[src/hdl/uer_pkg.sv]
// Shared types and constants of the ultrasonic echo ranger.
package uer_pkg;

  typedef enum logic [1:0] {
    PH_IDLE      = 2'd0,
    PH_WAIT_RISE = 2'd1,
    PH_WAIT_FALL = 2'd2
  } phase_e;

  typedef enum logic [1:0] {
    ST_OK      = 2'd0,
    ST_TIMEOUT = 2'd1,
    ST_RANGE   = 2'd2,
    ST_BUSY    = 2'd3
  } status_e;

  typedef enum logic [1:0] {
    REG_TRIG_WIDTH = 2'd0,
    REG_TIMEOUT    = 2'd1,
    REG_MIN_PULSE  = 2'd2,
    REG_MAX_PULSE  = 2'd3
  } reg_idx_e;

  localparam int CfgDataW = 16;
  localparam int WidthW   = 16;
  localparam int DistW    = 11;

  localparam logic [9:0]  TrigWidthRst = 10'd10;
  localparam logic [15:0] TimeoutRst   = 16'd30000;
  localparam logic [15:0] MinPulseRst  = 16'd116;
  localparam logic [15:0] MaxPulseRst  = 16'd23200;

  // (w + 29) / 58 == ((w + 29) >> 1) / 29 == (m * 72316) >> 21 for m < 2^16
  localparam logic [16:0] DistRound = 17'd29;
  localparam logic [31:0] DistRecip = 32'd72316;
  localparam int          DistShift = 21;

  typedef struct packed {
    logic [9:0]  trig_width;
    logic [15:0] timeout;
    logic [15:0] min_pulse;
    logic [15:0] max_pulse;
  } cfg_t;

  typedef struct packed {
    logic              trigger;
    logic              busy;
    logic              done;
    status_e           status;
    logic [WidthW-1:0] width;
  } res_t;

endpackage

[src/hdl/uer_ctrl.sv]
// Measurement state machine: phase, tick counter, echo width and echo history.
module uer_ctrl #(
  parameter int CounterBits = 16
) (
  input  logic          clk_i,
  input  logic          rst_ni,
  input  logic          en_i,
  input  logic          start_i,
  input  logic          echo_i,
  input  uer_pkg::cfg_t cfg_i,
  output uer_pkg::res_t res_o
);

  localparam int CmpW = (CounterBits > 16) ? CounterBits : 16;
  localparam logic [CounterBits-1:0] CntMax = '1;

  uer_pkg::phase_e        phase_q, phase_d;
  logic [CounterBits-1:0] elapsed_q, elapsed_d;
  logic [CounterBits-1:0] width_q, width_d;
  logic                   echo_prev_q;

  logic [CounterBits-1:0] el_inc;
  logic [CmpW-1:0]        el_ext;
  logic [CmpW-1:0]        ew_ext;
  logic [15:0]            w;
  logic                   trig_run;
  logic                   timed_out;
  logic                   rise;
  logic                   out_rng;

  always_comb begin
    el_inc    = (elapsed_q == CntMax) ? elapsed_q : elapsed_q + 1'b1;
    el_ext    = CmpW'(el_inc);
    trig_run  = el_ext < CmpW'(cfg_i.trig_width);
    timed_out = (el_ext >= CmpW'(cfg_i.timeout)) || (el_inc == CntMax);
    rise      = echo_i && !echo_prev_q;
    ew_ext    = CmpW'(width_q);
    w         = ew_ext[15:0];
    out_rng   = (w < cfg_i.min_pulse) || (w > cfg_i.max_pulse);
  end

  always_comb begin
    phase_d   = phase_q;
    elapsed_d = elapsed_q;
    width_d   = width_q;
    case (phase_q)
      uer_pkg::PH_IDLE: begin
        if (start_i) begin
          phase_d   = uer_pkg::PH_WAIT_RISE;
          elapsed_d = '0;
          width_d   = '0;
        end
      end
      uer_pkg::PH_WAIT_RISE: begin
        elapsed_d = el_inc;
        if (rise) begin
          phase_d = uer_pkg::PH_WAIT_FALL;
          width_d = CounterBits'(1);
        end
        if (timed_out) begin
          phase_d = uer_pkg::PH_IDLE;
        end
      end
      uer_pkg::PH_WAIT_FALL: begin
        elapsed_d = el_inc;
        if (!echo_i) begin
          phase_d = uer_pkg::PH_IDLE;
        end else begin
          width_d = width_q + 1'b1;
          if (timed_out) begin
            phase_d = uer_pkg::PH_IDLE;
          end
        end
      end
      default: begin
        phase_d = uer_pkg::PH_IDLE;
      end
    endcase
  end

  always_comb begin
    res_o = '{trigger: 1'b0, busy: 1'b0, done: 1'b0, status: uer_pkg::ST_OK,
              width: '0};
    case (phase_q)
      uer_pkg::PH_IDLE: begin
        if (start_i) begin
          res_o.trigger = (cfg_i.trig_width != '0);
          res_o.busy    = 1'b1;
        end
      end
      uer_pkg::PH_WAIT_RISE, uer_pkg::PH_WAIT_FALL: begin
        if (phase_q == uer_pkg::PH_WAIT_FALL && !echo_i) begin
          res_o.done   = 1'b1;
          res_o.status = out_rng ? uer_pkg::ST_RANGE : uer_pkg::ST_OK;
          res_o.width  = w;
        end else if (timed_out) begin
          res_o.done   = 1'b1;
          res_o.status = uer_pkg::ST_TIMEOUT;
        end else begin
          res_o.trigger = trig_run;
          res_o.busy    = 1'b1;
          if (start_i) begin
            res_o.done   = 1'b1;
            res_o.status = uer_pkg::ST_BUSY;
          end
        end
      end
      default: begin
        res_o.busy = 1'b0;
      end
    endcase
  end

  always_ff @(posedge clk_i or negedge rst_ni) begin
    if (!rst_ni) begin
      phase_q     <= uer_pkg::PH_IDLE;
      elapsed_q   <= '0;
      width_q     <= '0;
      echo_prev_q <= 1'b0;
    end else if (en_i) begin
      phase_q     <= phase_d;
      elapsed_q   <= elapsed_d;
      width_q     <= width_d;
      echo_prev_q <= echo_i;
    end
  end

endmodule

[src/hdl/uer_dist.sv]
// Distance in centimetres from the echo width by reciprocal multiplication.
module uer_dist (
  input  logic [uer_pkg::WidthW-1:0] width_i,
  input  logic                       en_i,
  output logic [uer_pkg::DistW-1:0]  dist_o
);

  logic [16:0] sum;
  logic [15:0] half;
  logic [31:0] prod;

  always_comb begin
    sum    = 17'(width_i) + uer_pkg::DistRound;
    half   = sum[16:1];
    prod   = 32'(half) * uer_pkg::DistRecip;
    dist_o = en_i ? prod[uer_pkg::DistShift +: uer_pkg::DistW] : '0;
  end

endmodule

[src/hdl/ultrasonic_echo_ranger.sv]
// Ultrasonic echo ranger: one microsecond tick per item, one result per item.
// Two stages: the state machine step fills s1, the distance multiply feeds the output stage.
// Throughput: one item per cycle unless the output stalls.
// Reset: asynchronous, active low; clears the pipeline valids, the phase,
// counters and echo history, and loads the register reset values.
module ultrasonic_echo_ranger #(
  parameter int COUNTER_BITS = 16
) (
  input  logic                        clk_i,
  input  logic                        rst_ni,
  input  logic                        cfg_we_i,
  input  logic [1:0]                  cfg_idx_i,
  input  logic [uer_pkg::CfgDataW-1:0] cfg_data_i,
  input  logic                        in_valid_i,
  output logic                        in_ready_o,
  input  logic                        start_req_i,
  input  logic                        echo_level_i,
  output logic                        out_valid_o,
  input  logic                        out_ready_i,
  output logic                        trigger_level_o,
  output logic                        busy_res_o,
  output logic                        done_res_o,
  output logic [1:0]                  status_o,
  output logic [uer_pkg::WidthW-1:0]  pulse_width_us_o,
  output logic [uer_pkg::DistW-1:0]   distance_cm_o
);

  uer_pkg::cfg_t cfg_q;
  uer_pkg::res_t res;
  uer_pkg::res_t s1_q;
  uer_pkg::res_t out_q;
  logic          s1_valid_q;
  logic          out_valid_q;
  logic          out_move;
  logic          in_accept;
  logic          dist_en;
  logic [uer_pkg::DistW-1:0] dist_cm;
  logic [uer_pkg::DistW-1:0] dist_q;

  assign out_move   = !out_valid_q || out_ready_i;
  assign in_ready_o = !s1_valid_q || out_move;
  assign in_accept  = in_valid_i && in_ready_o;

  always_ff @(posedge clk_i or negedge rst_ni) begin
    if (!rst_ni) begin
      cfg_q.trig_width <= uer_pkg::TrigWidthRst;
      cfg_q.timeout    <= uer_pkg::TimeoutRst;
      cfg_q.min_pulse  <= uer_pkg::MinPulseRst;
      cfg_q.max_pulse  <= uer_pkg::MaxPulseRst;
    end else if (cfg_we_i) begin
      case (uer_pkg::reg_idx_e'(cfg_idx_i))
        uer_pkg::REG_TRIG_WIDTH: cfg_q.trig_width <= cfg_data_i[9:0];
        uer_pkg::REG_TIMEOUT:    cfg_q.timeout    <= cfg_data_i;
        uer_pkg::REG_MIN_PULSE:  cfg_q.min_pulse  <= cfg_data_i;
        uer_pkg::REG_MAX_PULSE:  cfg_q.max_pulse  <= cfg_data_i;
        default:                 cfg_q.timeout    <= cfg_q.timeout;
      endcase
    end
  end

  uer_ctrl #(
    .CounterBits(COUNTER_BITS)
  ) u_ctrl (
    .clk_i  (clk_i),
    .rst_ni (rst_ni),
    .en_i   (in_accept),
    .start_i(start_req_i),
    .echo_i (echo_level_i),
    .cfg_i  (cfg_q),
    .res_o  (res)
  );

  assign dist_en = s1_q.done && (s1_q.status == uer_pkg::ST_OK);

  uer_dist u_dist (
    .width_i(s1_q.width),
    .en_i   (dist_en),
    .dist_o (dist_cm)
  );

  always_ff @(posedge clk_i or negedge rst_ni) begin
    if (!rst_ni) begin
      s1_valid_q  <= 1'b0;
      out_valid_q <= 1'b0;
    end else begin
      if (in_ready_o) begin
        s1_valid_q <= in_valid_i;
      end
      if (out_move) begin
        out_valid_q <= s1_valid_q;
      end
    end
  end

  always_ff @(posedge clk_i) begin
    if (in_accept) begin
      s1_q <= res;
    end
    if (out_move && s1_valid_q) begin
      out_q  <= s1_q;
      dist_q <= dist_cm;
    end
  end

  assign out_valid_o      = out_valid_q;
  assign trigger_level_o  = out_q.trigger;
  assign busy_res_o       = out_q.busy;
  assign done_res_o       = out_q.done;
  assign status_o         = out_q.status;
  assign pulse_width_us_o = out_q.width;
  assign distance_cm_o    = dist_q;

endmodule

[config.mk]
export PLATFORM = sky130hd
export DESIGN_NAME = ultrasonic_echo_ranger
export DESIGN_NICKNAME = d
export VERILOG_FILES = /design/src/hdl/uer_pkg.sv /design/src/hdl/uer_ctrl.sv /design/src/hdl/uer_dist.sv /design/src/hdl/ultrasonic_echo_ranger.sv
export SDC_FILE = /design/constraint.sdc
export NUM_CORES = 1
export LEC_CHECK = 0
export BUFFER_PORTS_ARGS = -buffer_cell sky130_fd_sc_hd__buf_2
export CORE_MARGIN = 1.5
export CORE_UTILIZATION = 30
export DETAILED_ROUTE_END_ITERATION = 10
export SYNTH_ARGS = -nofsm -noshare
export SYNTH_HDL_FRONTEND = slang
export SYNTH_SLANG_ARGS = --single-unit
[constraint.sdc]
create_clock -name clk_i -period 6.7 [get_ports clk_i]
set_clock_uncertainty 0.2 [all_clocks]
set_input_delay 1.005 -clock clk_i [delete_from_list [all_inputs] [get_ports clk_i]]
set_output_delay 1.005 -clock clk_i [all_outputs]
set_load 0.02 [all_outputs]
==> flow_summary.ini, run 1 <==
[worst_hold_path]
hold_depth = 0
min_to = busy_res_o
hold_start = s1_q[19]
min_path_type = flop to flop

[timing]
rsz0062_at_grt = true
tightest_slew_ns = 1.01
post-route-min-period_ns = 6.64
fmax_ghz = 0.151
setup_slack_ns = 0.0583
hold_violations = 0
finalSetupViolCount = 0
tns_ns = 0
finalCritPeriodShare = 0.991
relSlewSlack = 0.324
hold_ws_ns = 0.236
report.final.slew_viol_count = 0

[die]
num_rows = 73
die_area_um2 = 42200
start_util = 0.307
die_w_um = 205
dieHeight_um = 205
coreArea_um2 = 40100
ios = 59

[global_routing]
track_usage = 0.146
antenna_found_initial = 1
grt_max_degree = 72
use_met2 = 0.248
gr-usage-met1 = 0.192
grt-ovfl-total = 0
first_global_vias = 8930
use_met3 = 0.0249
gr-max-usage-layer = met2
grt_pass1_wl_um = 47600

[synthesis]
ys_async_sr_fraction = 0.642
yosysUniqueCellTypes = 73
synth_nets = 1457
synthTopCellsByArea = ha_1 (18%), dfrtp_1 (15%), edfxtp_1 (13%), fa_1 (12%), inv_1 (6.5%)
yosys_most_used_dff = dfrtp_1
seq_area_frac_synth = 0.325
syn_avg_cell_area_um2 = 10.4
yosysTopAreaCell = ha_1
syn_area_um2 = 12300
synth.most_common_cell = inv_1
yosys.area.top_type_share = 0.176
synth_edf_count = 53
yosys_warnings = 0
synth_common_cells = inv_1 (213), ha_1 (173), dfrtp_1 (76), fa_1 (76)
ys_ff_latch = 148
synth_cells = 1183

[placed_design]
place_hpwl_um = 23800
pre_cts_ws_ns = -0.137
io_buffers = 58
gp_congestion = 0.915
place_area_um2 = 13500

[run_status]
run_status = finished clean

[drt]
viasPerCell = 4.79
wl_per_cell_um = 16.4
first_iter_violations = 508
ant_nets = 0
finalWirelength_um = 30000
drc = 0
via_count = 8789
first_pass_iters = 5

[setup_path]
required_ns = 6.79
cp-end-kind = flop
crit_type = flop to flop
r2r_setup_slack_ns = 0.06
crit_path_start_kind = flop
r2r-end = distance_cm_o[7]
crit_fanout = 4
crit_arrival_ns = 6.73
r2r-start = s1_q[0]
rr_worst_depth = 26

[clock_network]
cts_buffer_depth = 2
cts_tree = built
h-tree-depth = 4
root_buffer = clkbuf_16
clock_sinks = 148
clk_pin_slew_ns = 0.07
cts_buffers = 17
insertion_delay_ns = 0.44
cts_hold_buf = 0

[power_and_ir_drop]
peakVddDrop_v = 0.000237
powerDensity_nw_per_um2 = 386
p_leak_nw = 7.14

[layout]
nNetsFinal = 1570
finish.instance_area_um2 = 14700
drive_gt1_frac = 0.242
antenna_cells = 0
syn_to_final_growth_pct = 19.1

[flow_run]
drv_cap = 0
## state kept, by name (all words and copies together), names as in the netlist, 2 cells and up
signal / count
status_o: 2
s1_q: 21
cfg_q: 58
distance_cm_o: 11
pulse_width_us_o: 16
u_ctrl.phase_q: 2
u_ctrl.ew_ext: 16
u_ctrl.elapsed_q: 16
## cell usage in the layout, fill, tap and decap left out, types with 11 or more instances in the layout
| cell | Yosys | layout |
|---|---|---|
| a21o_1 | 13 | 13 |
| a21oi_1 | 35 | 32 |
| a22o_1 | 14 | 14 |
| a31oi_1 | 12 | 12 |
| and3_1 | 26 | 23 |
| buf_2 | 0 | 57 |
| buf_4 | 1 | 58 |
| clkbuf_16 | 0 | 17 |
| dfrtp_1 | 76 | 76 |
| dfstp_2 | 19 | 19 |
| edfxtp_1 | 53 | 53 |
| fa_1 | 76 | 73 |
| ha_1 | 173 | 161 |
| inv_1 | 213 | 198 |
| inv_2 | 0 | 15 |
| mux2_2 | 54 | 54 |
| nand2_1 | 46 | 43 |
| nand3_1 | 25 | 20 |
| nand4_1 | 18 | 18 |
| nor2_1 | 61 | 58 |
| nor3_1 | 12 | 11 |
| o21ai_0 | 61 | 57 |
| xnor2_1 | 38 | 23 |
| xnor2_2 | 0 | 12 |
| xor2_1 | 16 | 15 |
## area by class of cell
type | count | area [µm²]
fill | 3932 | 25400
tap | 525 | 657
timing repair buffer | 118 | 754
clock buffer | 17 | 425
clock inverter | 15 | 191
multi-input combinational | 798 | 7830
sequential | 148 | 3990
inverter | 213 | 800
## through the flow
step | power (mW) | std cells | utilization
6_report | 5.65 | 1834 | 0.365
5_1_grt | 6.20 | 1834 | 0.365
4_1_cts | 5.26 | 1828 | 0.354
3_5_place_dp | 4.15 | 1787 | 0.336
3_3_place_gp | 4.07 | 1787 | 0.336
2_1_floorplan | 3.40 | 1183 | -
## cells by family (layout without fill, tap and decap cells)
logic type | Yosys count | count (layout) | synth area share
multiplexers | 56 | 56 | 0.0515
XOR/XNOR | 54 | 54 | 0.0385
AND/OR/NAND/NOR | 247 | 247 | 0.107
buffers and inverters | 237 | 363 | 0.0766
flip-flops | 148 | 148 | 0.325
AO/OA/AOI/OAI | 192 | 192 | 0.102
adder cells (fa/ha/maj) | 249 | 249 | 0.300
## worst max-delay path, cell delays in order (launching register included)
cell,delay [ns]
edfxtp_1,0.43
ha_2,0.24
nor3_4,0.14
nand2b_1,0.10
nor2b_4,0.15
nand2_4,0.08
nor2_4,0.05
xnor2_4,0.22
inv_2,0.09
ha_4,0.31
inv_2,0.04
fa_1,0.49
inv_1,0.05
fa_1,0.47
fa_1,0.49
fa_1,0.49
inv_1,0.05
fa_1,0.51
inv_2,0.05
ha_4,0.24
a21o_1,0.18
a221o_1,0.36
a21oi_2,0.17
o22ai_2,0.13
o21a_1,0.19
or3_1,0.40
a21oi_2,0.16
## report_power, final
group	switching, mW	leakage, nW	internal (mW)	total, mW
logic	1.92	5.15	1.51	3.43
clock network	0.452	0.306	0.567	1.02
registers	0.0957	1.69	1.10	1.20
total	2.47	7.14	3.18	5.65
## timing repair
| action | CTS | global route |
|---|---|---|
| setup endpoints to repair | 3 | 11 |
| resized for setup | 8 | 85 |
| setup buffers | 9 | 6 |
| pin swaps | 10 | 49 |
| endpoints found under the hold margin | 0 | 0 |
## worst max-delay path by stage
stage	startpoint	endpoint	slack, ns	depth (start not counted)
finish	s1_q[0]	distance_cm_o[7]	0.06	26
global route	s1_q[0]	distance_cm_o[7]	-0.11	26
CTS	s1_q[1]	distance_cm_o[7]	0.01	24
detailed placement	s1_q[0]	distance_cm_o[7]	-0.14	26
global placement	s1_q[0]	distance_cm_o[7]	0.03	24
floorplan	s1_q[0]	distance_cm_o[7]	0.07	24
## layer usage
layer / up-vias / part of all wire
met5: - / 0.00043
met4: 2 / 0.015
met3: 28 / 0.031
met2: 150 / 0.49
met1: 4305 / 0.46
li1: 4304 / -
Power figures use the tool's default switching activity.
==> run 2: changes to the inputs <==
--- a/config.mk
+++ b/config.mk
@@ -6,7 +6,6 @@
 export NUM_CORES = 1
 export LEC_CHECK = 0
 export BUFFER_PORTS_ARGS = -buffer_cell sky130_fd_sc_hd__buf_2
-export CORE_MARGIN = 1.5
 export CORE_UTILIZATION = 30
 export DETAILED_ROUTE_END_ITERATION = 10
 export SYNTH_ARGS = -nofsm -noshare
==> flow_summary.ini, run 2 (same netlist as run 1, synthesis figures left out) <==
[run_status]
run_status = finished clean

[layout]
nNetsFinal = 1568
antenna_cells = 0
layout_common_cells = inv_1 (200), ha_1 (164), dfrtp_1 (76)
reg_top3 = cfg_q (58), s1_q (21)
fillers = 3976
syn_to_final_growth_pct = 17.2
drive_gt1_frac = 0.222
largest_register_ffs = 58
regMostFlops = cfg_q
final_common_cell = inv_1

[timing]
hold_violations = 0
rsz0062_at_grt = true
tightest_slew_ns = 1.01
relSlewSlack = 0.327
finalSetupViolCount = 0
post-route-min-period_ns = 6.65
finalCritPeriodShare = 0.993
report.final.slew_viol_count = 0
fmax_ghz = 0.150
setup_slack_ns = 0.0502
hold_ws_ns = 0.224

[global_routing]
first_global_vias = 9230
grt_pass1_wl_um = 49000
antenna_found_initial = 1
track_usage = 0.151
grt_max_degree = 67
grt-ovfl-total = 0

[power_and_ir_drop]
intPower_mw = 3.09
powerDensity_nw_per_um2 = 385
p_leak_nw = 7.03
clockPowerShare = 0.177
power.switching_mw = 2.45
peakVddDrop_v = 0.000279
seq_power_share = 0.217
sw_frac_of_total = 0.442
pwr-share-comb = 0.607

[worst_hold_path]
hold_start = s1_q[20]
min_to = trigger_level_o
hold_depth = 0
min_path_type = flop to flop

[drt]
wl_per_cell_um = 16.3
first_iter_violations = 503
drc = 0
finalWirelength_um = 29800
first_pass_iters = 4
via_count = 8803
ant_nets = 0
viasPerCell = 4.81

[clock_network]
cts_tree = built
cts_buffers = 17
clk_pin_slew_ns = 0.08
cts_buffer_depth = 2
root_buffer = clkbuf_16
h-tree-depth = 4
clock_sinks = 148
insertion_delay_ns = 0.44

[setup_path]
rr_worst_depth = 26
crit_type = flop to flop
startpoint = s1_q[0]
cp-end-kind = flop
required_ns = 6.79
crit_path_start_kind = flop
r2r_setup_slack_ns = 0.05
r2r-end = distance_cm_o[7]
crit_arrival_ns = 6.74
r2r-start = s1_q[0]
crit_fanout = 4

[placed_design]
gp_congestion = 0.959
io_buffers = 58
pre_cts_ws_ns = -0.0778
place_hpwl_um = 23800

[die]
num_rows = 73
start_util = 0.307
die_area_um2 = 41800
dieHeight_um = 204
coreArea_um2 = 40100
die_w_um = 204
ios = 59

[flow_run]
drv_cap = 0
## run 2: cell count changes in the layout (fill, tap and decap cells not counted), sizes merged
cell      delta
bufinv       -1
clkinv       -1
clkinvlp     +2
buf          -2
## run 2: worst max-delay path, cell delays in order, from the launching register on
cell	delay (ns)
edfxtp_1	0.47
ha_4	0.21
nor3_4	0.12
nand2b_1	0.10
nor2b_4	0.14
nand2_2	0.07
nor2_2	0.05
xnor2_2	0.25
inv_2	0.09
ha_4	0.29
xnor2_4	0.13
fa_1	0.54
inv_1	0.05
fa_1	0.51
fa_2	0.45
fa_1	0.50
inv_2	0.04
fa_1	0.51
inv_2	0.05
ha_4	0.21
a21o_1	0.19
a221o_1	0.31
a21oi_2	0.18
o22ai_2	0.12
o21a_1	0.20
or3_1	0.38
a21oi_2	0.15
## run 2: timing repair
item | in CTS | in global routing
gates cloned | 0 | 0
resized for setup | 8 | 47
buffers inserted | 7 | 8
endpoints found under the setup margin | 5 | 11
pin swaps | 12 | 48
hold buffers | 0 | 0
## run 2: area by class of cell
| cell class | instances | area, µm² | area share |
|---|---|---|---|
| sequential | 148 | 3990 | 0.277 |
| inverter | 213 | 800 | 0.0555 |
| tap | 525 | 657 | 0.0456 |
| timing repair buffer | 116 | 728 | 0.0505 |
| multi-input combinational | 798 | 7640 | 0.530 |
| clock inverter | 15 | 165 | 0.0115 |
| clock buffer | 17 | 425 | 0.0295 |
## run 2: how the worst max path moves through the flow
stage                     cells after the start                to  slack (ns)
after floorplan                              24  distance_cm_o[7]        0.07
after detailed placement                     24  distance_cm_o[7]       -0.08
after CTS                                    24  distance_cm_o[7]        0.01
after global placement                       24  distance_cm_o[7]        0.05
after global routing                         26  distance_cm_o[7]       -0.18
final                                        26  distance_cm_o[7]        0.05
## run 2: per-stage QoR
stage / power (mW) / util / cell area, µm² / setup TNS [ns] / std cells
global route: 6.10 / 0.359 / 14400 / -0.370 / 1832
detailed placement: 4.21 / 0.336 / 13500 / -0.196 / 1785
global placement: 4.10 / 0.336 / 13500 / 0 / 1785
CTS: 5.34 / 0.353 / 14200 / 0 / 1824
finish: 5.54 / 0.359 / 14400 / 0 / 1832
floorplan: 3.40 / - / 12300 / 0 / 1183
## run 2: routing by layer
metal,share of wire,GRT usage,up-vias
met5,0.00057,0,-
li1,-,-,4302
met3,0.031,0.0234,30
met2,0.49,0.258,158
met4,0.015,0.0360,2
met1,0.46,0.198,4311
## run 2: power groups by stage
stage | registers, mW | clock network, mW | logic, mW
floorplan | 1.21 | 0 | 2.20
global placement | 1.21 | 0 | 2.88
detailed placement | 1.22 | 0 | 2.99
CTS | 1.20 | 0.999 | 3.14
global route | 1.22 | 1.03 | 3.85
finish | 1.20 | 0.979 | 3.36
==> run 3: changes to the inputs <==
--- a/config.mk
+++ b/config.mk
@@ -8,6 +8,7 @@
 export BUFFER_PORTS_ARGS = -buffer_cell sky130_fd_sc_hd__buf_2
 export CORE_UTILIZATION = 30
 export DETAILED_ROUTE_END_ITERATION = 10
+export GPL_TIMING_DRIVEN = 0
 export SYNTH_ARGS = -nofsm -noshare
 export SYNTH_HDL_FRONTEND = slang
 export SYNTH_SLANG_ARGS = --single-unit
==> flow_summary.ini, run 3 (same netlist as run 1, synthesis figures left out) <==
[die]
num_rows = 73
start_util = 0.307
ios = 59
dieHeight_um = 204
die_w_um = 204
die_area_um2 = 41800
coreArea_um2 = 40100

[power_and_ir_drop]
powerDensity_nw_per_um2 = 376
peakVddDrop_v = 0.000259
p_leak_nw = 7.05

[drt]
viasPerCell = 4.80
first_pass_iters = 5
first_iter_violations = 368
wl_per_cell_um = 16.0
ant_nets = 0
drc = 0
via_count = 8786
finalWirelength_um = 29400

[clock_network]
clock_sinks = 148
insertion_delay_ns = 0.44
cts_hold_buf = 0
cts_buffer_depth = 2
h-tree-depth = 4
root_buffer = clkbuf_16
clk_pin_slew_ns = 0.07
cts_buffers = 17
cts_tree = built

[timing]
finalCritPeriodShare = 1.01
rsz0062_at_grt = true
tns_ns = -0.0346
hold_ws_ns = 0.261
finalSetupViolCount = 1
post-route-min-period_ns = 6.73
tightest_slew_ns = 1.06
report.final.slew_viol_count = 0
fmax_ghz = 0.148
relSlewSlack = 0.289
setup_slack_ns = -0.0346
hold_violations = 0

[global_routing]
grt-ovfl-total = 0
first_global_vias = 8972
grt_max_degree = 69
track_usage = 0.146
antenna_found_initial = 1
grt_pass1_wl_um = 47500

[worst_hold_path]
min_path_type = flop to flop
hold_start = s1_q[20]
min_to = trigger_level_o
hold_depth = 0

[setup_path]
crit_fanout = 4
r2r-start = s1_q[1]
crit_type = flop to flop
crit_arrival_ns = 6.82
required_ns = 6.79
crit_path_start_kind = flop
rr_worst_depth = 24
cp-end-kind = flop
r2r_setup_slack_ns = -0.03
r2r-end = distance_cm_o[7]

[placed_design]
pre_cts_ws_ns = -0.831
dp.cells = 1767
place_hpwl_um = 23200
io_buffers = 58
gp_congestion = 0.903

[layout]
stdcell_count = 1832
final_common_cell = inv_1
regMostFlops = cfg_q
reg_top3 = cfg_q (58), s1_q (21)
nNetsFinal = 1568
antenna_cells = 0
largest_register_ffs = 58
layout_common_cells = inv_1 (204), ha_1 (163), dfrtp_1 (76)
drive_gt1_frac = 0.211
syn_to_final_growth_pct = 18.1

[flow_run]
drv_cap = 0

[run_status]
run_status = complete, but fails checks
violations = negative setup slack
## run 3: critical path: stages, from the launching register on
cell      delay, ns
edfxtp_1       0.41
ha_2           0.23
nor3_4         0.04
nand2b_1       0.11
nor2b_4        0.22
nand2_1        0.19
xnor2_1        0.22
ha_4           0.33
inv_1          0.06
fa_1           0.56
inv_1          0.06
fa_1           0.54
fa_1           0.46
fa_1           0.56
inv_1          0.06
fa_1           0.54
inv_1          0.05
ha_1           0.20
a21o_1         0.19
a221o_1        0.31
a21oi_2        0.20
o22ai_4        0.12
o21a_1         0.21
or3_1          0.38
a21oi_1        0.15
## run 3: routing by layer
layer / vias up / part of all wire / track usage
met4: 2 / 0.019 / 0.0394
met1: 4276 / 0.46 / 0.192
met5: - / 0.00044 / 0
li1: 4296 / - / -
met3: 35 / 0.039 / 0.0250
met2: 177 / 0.48 / 0.246
## run 3: final cells by class
type | instances | area (µm²)
plain buffers | 24 | 143
clock buffers | 20 | 468
well taps | 525 | 657
clock inverters | 12 | 116
multi-input cells | 798 | 7780
fillers | 3949 | 25600
inverters | 213 | 800
flip-flops and latches | 148 | 3990
repair buffers | 92 | 568
## run 3: timing repair
item / 4_1_cts / 5_1_grt
resized for setup: 41 / 27
setup endpoints to repair: 11 / 11
buffers inserted: 20 / 14
pin swaps: 20 / 35
## run 3: report_power, final
part	internal (mW)	switching, mW	total [mW]
Clock	0.549	0.416	0.965
Sequential	1.10	0.0873	1.19
Combinational	1.43	1.87	3.30
Total	3.09	2.37	5.46
## run 3: worst max path at each step
stage	end	startpoint
6_report	distance_cm_o[7]	s1_q[1]
5_1_grt	distance_cm_o[7]	s1_q[0]
4_1_cts	distance_cm_o[8]	s1_q[1]
3_5_place_dp	distance_cm_o[7]	s1_q[2]
3_3_place_gp	distance_cm_o[7]	s1_q[2]
2_1_floorplan	distance_cm_o[7]	s1_q[0]
## run 3: through the flow
stage / util / area, µm² / power, mW
6_report: 0.362 / 14500 / 5.46
5_1_grt: 0.362 / 14500 / 6.03
4_1_cts: 0.356 / 14300 / 5.39
3_5_place_dp: 0.332 / 13300 / 4.16
3_3_place_gp: 0.331 / 13300 / 4.10
2_1_floorplan: - / 12300 / 3.40
